File: config.mk
export PLATFORM = sky130hd
export DESIGN_NAME = chunked_body_end_detector_core
export DESIGN_NICKNAME = d
export VERILOG_FILES = /design/src/rtl/cbed_pkg.sv /design/src/rtl/cbed_step.sv /design/src/rtl/chunked_body_end_detector_core.sv
export SDC_FILE = /design/constraint.sdc
export NUM_CORES = 1
export LEC_CHECK = 0
export BUFFER_PORTS_ARGS = -buffer_cell sky130_fd_sc_hd__buf_4
export CAP_MARGIN = 20
export CORE_ASPECT_RATIO = 0.5
export CORE_MARGIN = 3
export CORE_UTILIZATION = 50
export CTS_CLUSTER_SIZE = 10
export DETAILED_ROUTE_END_ITERATION = 10
export PLACE_DENSITY = 0.76
export SLEW_MARGIN = 5
export SYNTH_ARGS = -nofsm -noshare
export SYNTH_HDL_FRONTEND = slang
export SYNTH_SLANG_ARGS = --single-unit
export TNS_END_PERCENT = 30
File: constraint.sdc
create_clock -name clk -period 3.4 [get_ports clk]
set_input_delay 0.34 -clock clk [delete_from_list [all_inputs] [get_ports clk]]
set_output_delay 0.34 -clock clk [all_outputs]
set_load 0.01 [all_outputs]
File: src/rtl/cbed_pkg.sv
// Package for the chunked body end detector: parse phases, verdict codes,
// character constants, the parse state record and the hex digit decoder.
// Has no dependencies; every other file of the block imports it.
`default_nettype none

package cbed_pkg;

  localparam int SIZE_BITS = 32;
  localparam int SKIP_BITS = SIZE_BITS + 1;

  localparam logic [7:0] CHAR_CR      = 8'h0d;
  localparam logic [7:0] CHAR_LF      = 8'h0a;
  localparam logic [7:0] CASE_BIT     = 8'h20;
  localparam logic [7:0] CHAR_ZERO    = 8'h30;
  localparam logic [7:0] CHAR_NINE    = 8'h39;
  localparam logic [7:0] CHAR_LOWER_A = 8'h61;
  localparam logic [7:0] CHAR_LOWER_F = 8'h66;
  localparam logic [3:0] HEX_TEN      = 4'd10;
  localparam logic [SKIP_BITS-1:0] CRLF_LEN = SKIP_BITS'(2);

  typedef enum logic [2:0] {
    PH_SIZE_START  = 3'd0,
    PH_SIZE_DIGITS = 3'd1,
    PH_EXTENSION   = 3'd2,
    PH_DATA        = 3'd3,
    PH_TRL_START   = 3'd4,
    PH_TRL_CR      = 3'd5,
    PH_TRL_SKIP    = 3'd6
  } phase_t;

  typedef enum logic [1:0] {
    ST_PENDING  = 2'd0,
    ST_COMPLETE = 2'd1,
    ST_NEVER    = 2'd2
  } verdict_t;

  typedef struct packed {
    phase_t                phase;
    logic [SIZE_BITS-1:0]  size_acc;
    logic [SKIP_BITS-1:0]  skip;
    verdict_t              verdict;
  } parse_state_t;

  localparam parse_state_t PARSE_RESET = '{
    phase:    PH_SIZE_START,
    size_acc: '0,
    skip:     '0,
    verdict:  ST_PENDING
  };

  typedef struct packed {
    logic       is_hex;
    logic [3:0] value;
  } hex_t;

  function automatic hex_t hex_decode(input logic [7:0] ch);
    hex_t       res;
    logic [7:0] low;
    logic [7:0] off;
    res = '0;
    low = ch | CASE_BIT;
    if (ch >= CHAR_ZERO && ch <= CHAR_NINE) begin
      off = ch - CHAR_ZERO;
      res.is_hex = 1'b1;
      res.value = off[3:0];
    end else if (low >= CHAR_LOWER_A && low <= CHAR_LOWER_F) begin
      off = low - CHAR_LOWER_A;
      res.is_hex = 1'b1;
      res.value = off[3:0] + HEX_TEN;
    end
    return res;
  endfunction

endpackage

`default_nettype wire

File: src/rtl/cbed_step.sv
// Per-byte transition of the chunked body parser: current state and one byte
// in, next state out. Pure combinational logic; depends on cbed_pkg.
`default_nettype none

module cbed_step (
  input  wire cbed_pkg::parse_state_t cur,
  input  wire                         start_of_body,
  input  wire logic [7:0]             data_byte,
  output cbed_pkg::parse_state_t      nxt
);
  import cbed_pkg::*;

  parse_state_t base;
  hex_t         hx;
  logic         acc_full;
  logic         acc_zero;
  logic         skip_last;

  always_comb begin
    base = start_of_body ? PARSE_RESET : cur;
    hx = hex_decode(data_byte);
    // Another digit would push the size past SIZE_BITS when the top nibble is in use.
    acc_full = |base.size_acc[SIZE_BITS-1 -: 4];
    acc_zero = (base.size_acc == '0);
    skip_last = (base.skip <= SKIP_BITS'(1));
    nxt = base;

    if (base.verdict == ST_PENDING) begin
      case (base.phase)
        PH_SIZE_START: begin
          if (hx.is_hex) begin
            nxt.size_acc = SIZE_BITS'(hx.value);
            nxt.phase = PH_SIZE_DIGITS;
          end else begin
            nxt.verdict = ST_NEVER;
          end
        end
        PH_SIZE_DIGITS, PH_EXTENSION: begin
          if (base.phase == PH_SIZE_DIGITS && hx.is_hex) begin
            if (acc_full) begin
              nxt.verdict = ST_NEVER;
            end else begin
              nxt.size_acc = {base.size_acc[SIZE_BITS-5:0], hx.value};
            end
          end else if (data_byte == CHAR_LF) begin
            if (acc_zero) begin
              nxt.phase = PH_TRL_START;
            end else begin
              nxt.skip = {1'b0, base.size_acc} + CRLF_LEN;
              nxt.phase = PH_DATA;
            end
          end else begin
            nxt.phase = PH_EXTENSION;
          end
        end
        PH_DATA: begin
          if (base.skip != '0) begin
            nxt.skip = base.skip - SKIP_BITS'(1);
          end
          if (skip_last) begin
            nxt.size_acc = '0;
            nxt.phase = PH_SIZE_START;
          end
        end
        PH_TRL_START: begin
          if (data_byte == CHAR_CR) begin
            nxt.phase = PH_TRL_CR;
          end else if (data_byte != CHAR_LF) begin
            nxt.phase = PH_TRL_SKIP;
          end
        end
        PH_TRL_CR: begin
          if (data_byte == CHAR_LF) begin
            nxt.verdict = ST_COMPLETE;
          end else begin
            nxt.phase = PH_TRL_SKIP;
          end
        end
        PH_TRL_SKIP: begin
          if (data_byte == CHAR_LF) begin
            nxt.phase = PH_TRL_START;
          end
        end
        default: begin
          nxt.phase = PH_SIZE_START;
        end
      endcase
    end
  end

endmodule

`default_nettype wire

File: src/rtl/chunked_body_end_detector_core.sv
// Top level of the chunked body end detector: parse state register, result
// register and handshakes. Depends on cbed_pkg and cbed_step.
//
// The block watches an HTTP chunked body one byte per transaction and answers
// each byte with one body_status transaction: 0 while the message is still
// pending, 1 once the terminating empty trailer line has been seen, and 2 when
// the body can never complete (a size line that does not start with a hex
// digit, or a chunk size that overflows SIZE_BITS bits). Complete and
// never-completes are sticky until a byte arrives with start_of_body set,
// which restarts the parse on that very byte. Bytes seen before the first
// start_of_body are parsed as though a body began at reset. The block takes
// one byte per cycle while no status waits on a low out_ready: the whole
// per-byte transition, including the size accumulate and the skip counter
// decrement, sits between the parse state register and the result register,
// and its status appears in the cycle after the byte is accepted. A new byte
// is accepted whenever the result register is empty or is being emptied in
// the same cycle, so there is no bubble between bytes while the consumer keeps out_ready high.
`default_nettype none

module chunked_body_end_detector_core (
  input  wire              clk,
  input  wire              rst,
  input  wire              in_valid,
  output logic             in_ready,
  input  wire              start_of_body,
  input  wire logic [7:0]  data_byte,
  output logic             out_valid,
  input  wire              out_ready,
  output logic [1:0]       body_status
);
  import cbed_pkg::*;

  parse_state_t state;
  parse_state_t state_next;
  logic         in_fire;

  // The result register is the only thing between the two sides, so input
  // is blocked only while a status is waiting and is not taken this cycle.
  assign in_ready = !out_valid || out_ready;
  assign in_fire  = in_valid && in_ready;

  cbed_step u_step (
    .cur           (state),
    .start_of_body (start_of_body),
    .data_byte     (data_byte),
    .nxt           (state_next)
  );

  always_ff @(posedge clk) begin
    if (rst) begin
      state <= PARSE_RESET;
    end else if (in_fire) begin
      state <= state_next;
    end
  end

  always_ff @(posedge clk) begin
    if (rst) begin
      out_valid <= 1'b0;
    end else if (in_fire) begin
      out_valid <= 1'b1;
    end else if (out_ready) begin
      out_valid <= 1'b0;
    end
  end

  // Status payload; no reset needed since out_valid qualifies it.
  always_ff @(posedge clk) begin
    if (in_fire) begin
      body_status <= state_next.verdict;
    end
  end

endmodule

`default_nettype wire

==> run metrics <==
status completed; CTS tree built; Setup crit start kind register; Final Skew 11.6 ps; Hold Crit Class primary input to register; sequential cell area fraction in the yosys report 25.5%; Max-Cap Viols 0; Cell Chain, Critical Path nor4_1 > nand4_1 > o211ai_1 > mux2_2 > o31ai_1 > a21oi_1; arrival time worst endpoint 3220 ps; r2r setup slk 390 ps; Crit path max-delay family compound AO/OA/AOI/OAI gates; largest cells by area after synthesis dfxtp_1 (24%), nand2_1 (5.2%), o21ai_0 (4.1%); CP Capture Type register; Max Slew Vio Count 0; CP max stage cell o211ai_1; # setup viols final 0; Synth cell types 88; maximum clock frequency 332 MHz; WL final 21.9 mm; global-route wire length before repair 33.7 mm; Post-synth EDFFs 2; Non-Filler Instances 926; initial antenna violation count 0; mean post-synth cell area 7.49 um^2; Area Overhead vs Synth 11.5%; Final TNS setup 0 ps; vias 6,762; largest net degree at the start of global routing 35; later-pin clock latency in the skew report 350 ps; setup ws final 389 ps; gp weighted congestion 1.01; hpwl dp 15.6 mm; drt first pass iters 9; Global Route Usage Sum 33.7%; Yosys reg bits 73; fin crit period 3010 ps; Main synth FF type dfxtp_1; Mapped Cells 775; TritonCTS buffer count 9; Std-Cell Core Area 11,100 um^2; RSZ-0062 raised after global routing no; Nets 797; Residual DRC 0; Crit path required time 3610 ps; dpl cell area 6140 um^2; # IOs 17; port bufs 16; Horiz. Die Dim 158 um; Cells after DPL 910; cell area after layout 6470 um^2; Crit path largest cell delay 990 ps; Final Hold Vio Count 0; Gates resized, CTS repair 0; YS warnings 0; die height 82.2 um; clock slew seen by the registers of the worst setup and hold paths 60 ps; fraction of layout cells with a size suffix above 1 12.7%; die area 13,000 um^2; CP bufs+invs 0; cell row count 27; area leader, netlist dfxtp_1; # hold bufs at CTS 0; ratio of final minimum period to clock period 88.6%; Vias per Instance 7.30; n_diodes 0; dpl ws 509 ps; ys async rst share 0%; Critical Setup Path Class register to register; CTS Sinks 73; worst rel slew slack 21.5%; worst vdd ir 0.000264 V; synthesized area 5800 um^2; DR iter-0 viols 1,132; H-tree depth 3; Fillers 1,013; wire per inst 23.6 um; post-CTS setup buffers 0; CTS Buffer Depth 2; gr ovfl total 0; Yosys top cell area share 24.5%; power density cells 397 nW/um^2; vias in the first global route 6,114; Final Core Density 58.1%; Max Fanout on Critical Path 7; syn_nets 796; ANT nets after route 0; Slew @ Worst Pin 1170 ps; Initial Utilization 52.1%; Root Buffer Master clkbuf_16; leakage dissipation 2.22 nW
==> power by group <==
group / total (mW) / switching, mW / internal [mW]
sequential: 0.963 / 0.0697 / 0.893
combinational: 0.555 / 0.364 / 0.191
clock: 1.05 / 0.405 / 0.644
==> cell families (layout without fill, tap and decap cells) <==
logic type,count (synthesis),in the layout,share of synthesized area [%]
mux,8,8,1.51
xor+xnor,29,29,4.38
compound gates,260,260,32.2
buf+inv,80,86,5.52
fa+ha+maj,8,8,1.72
simple gates,317,317,29.2
flops,73,73,25.5
==> state kept, by name, indices dropped and copies added, names as in the netlist <==
register,flops
body_status,2
out_valid,1
state,70
==> worst paths after layout <==
kind,startpoint,end,depth (start not counted)
setup / recovery,state[63],state[3],6
hold / removal,in_valid,out_valid,3
setup reg to reg,state[63],state[3],6
hold reg to reg,state[0],state[0],2
==> worst reg2reg max path: stages (launching register included) <==
cell and delay, ps:
dfxtp_1 400, nor4_1 500, nand4_1 250, o211ai_1 990, mux2_2 460, o31ai_1 190
a21oi_1 90
==> cells in the final DEF (no fill, tap or decap), types with 19 or more instances in the layout <==
cell | Yosys | layout
nor3_1 | 29 | 28
o21ai_0 | 48 | 48
xnor2_1 | 21 | 21
nand3_1 | 20 | 20
buf_4 | 1 | 49
nand2_1 | 80 | 80
o211ai_1 | 26 | 26
nor4_1 | 23 | 23
nor2_1 | 59 | 59
inv_1 | 19 | 19
nand4_1 | 23 | 23
a21oi_1 | 40 | 39
dfxtp_1 | 71 | 71
==> synth_stat cells, drive strengths merged, types with 3 or more instances <==
master	instances
a211o	5
a211oi	13
a21o	17
a21oi	41
a221o	4
a221oi	4
a22o	9
a311oi	5
a31oi	15
a32o	5
a41oi	4
and2	6
and3	10
buf	12
clkbuf	48
dfxtp	71
ha	8
inv	20
mux2	6
nand2	80
nand2b	3
nand3	20
nand4	23
nand4b	4
nor2	59
nor2b	11
nor3	29
nor3b	7
nor4	28
nor4b	4
o211ai	27
o21a	3
o21ai	51
o221a	3
o221ai	3
o22ai	9
o311ai	8
o31ai	5
o41ai	3
or2	4
or3	11
or4	7
xnor2	21
xor2	8
==> routing by layer <==
metal / up-vias / part of all wire, % / global-route usage [%] / routed length (um)
li1: 2981 / - / - / -
met1: 3123 / 40 / 46.0 / 8860
met2: 574 / 39 / 48.1 / 8610
met4: 0 / 2.9 / 9.87 / 638
met3: 84 / 17 / 14.7 / 3770
met5: - / 0 / 0 / 0
==> final cells by class <==
class	instances	area, um^2	share of cell area (%)
multi-input combinational	622	4020	62.1
timing repair buffer	50	388	5.99
tap	145	181	2.80
clock inverter	2	13.8	0.213
sequential	73	1480	22.9
clock buffer	14	317	4.89
inverter	20	75.1	1.16
==> through the flow <==
step                total power [mW]  hold slack [ps]
floorplan                       1.31              470
global placement                1.50              495
detailed placement              1.50              497
CTS                             2.53              369
global route                    2.63              382
finish                          2.57              411
(Power assumes the default switching activity.)
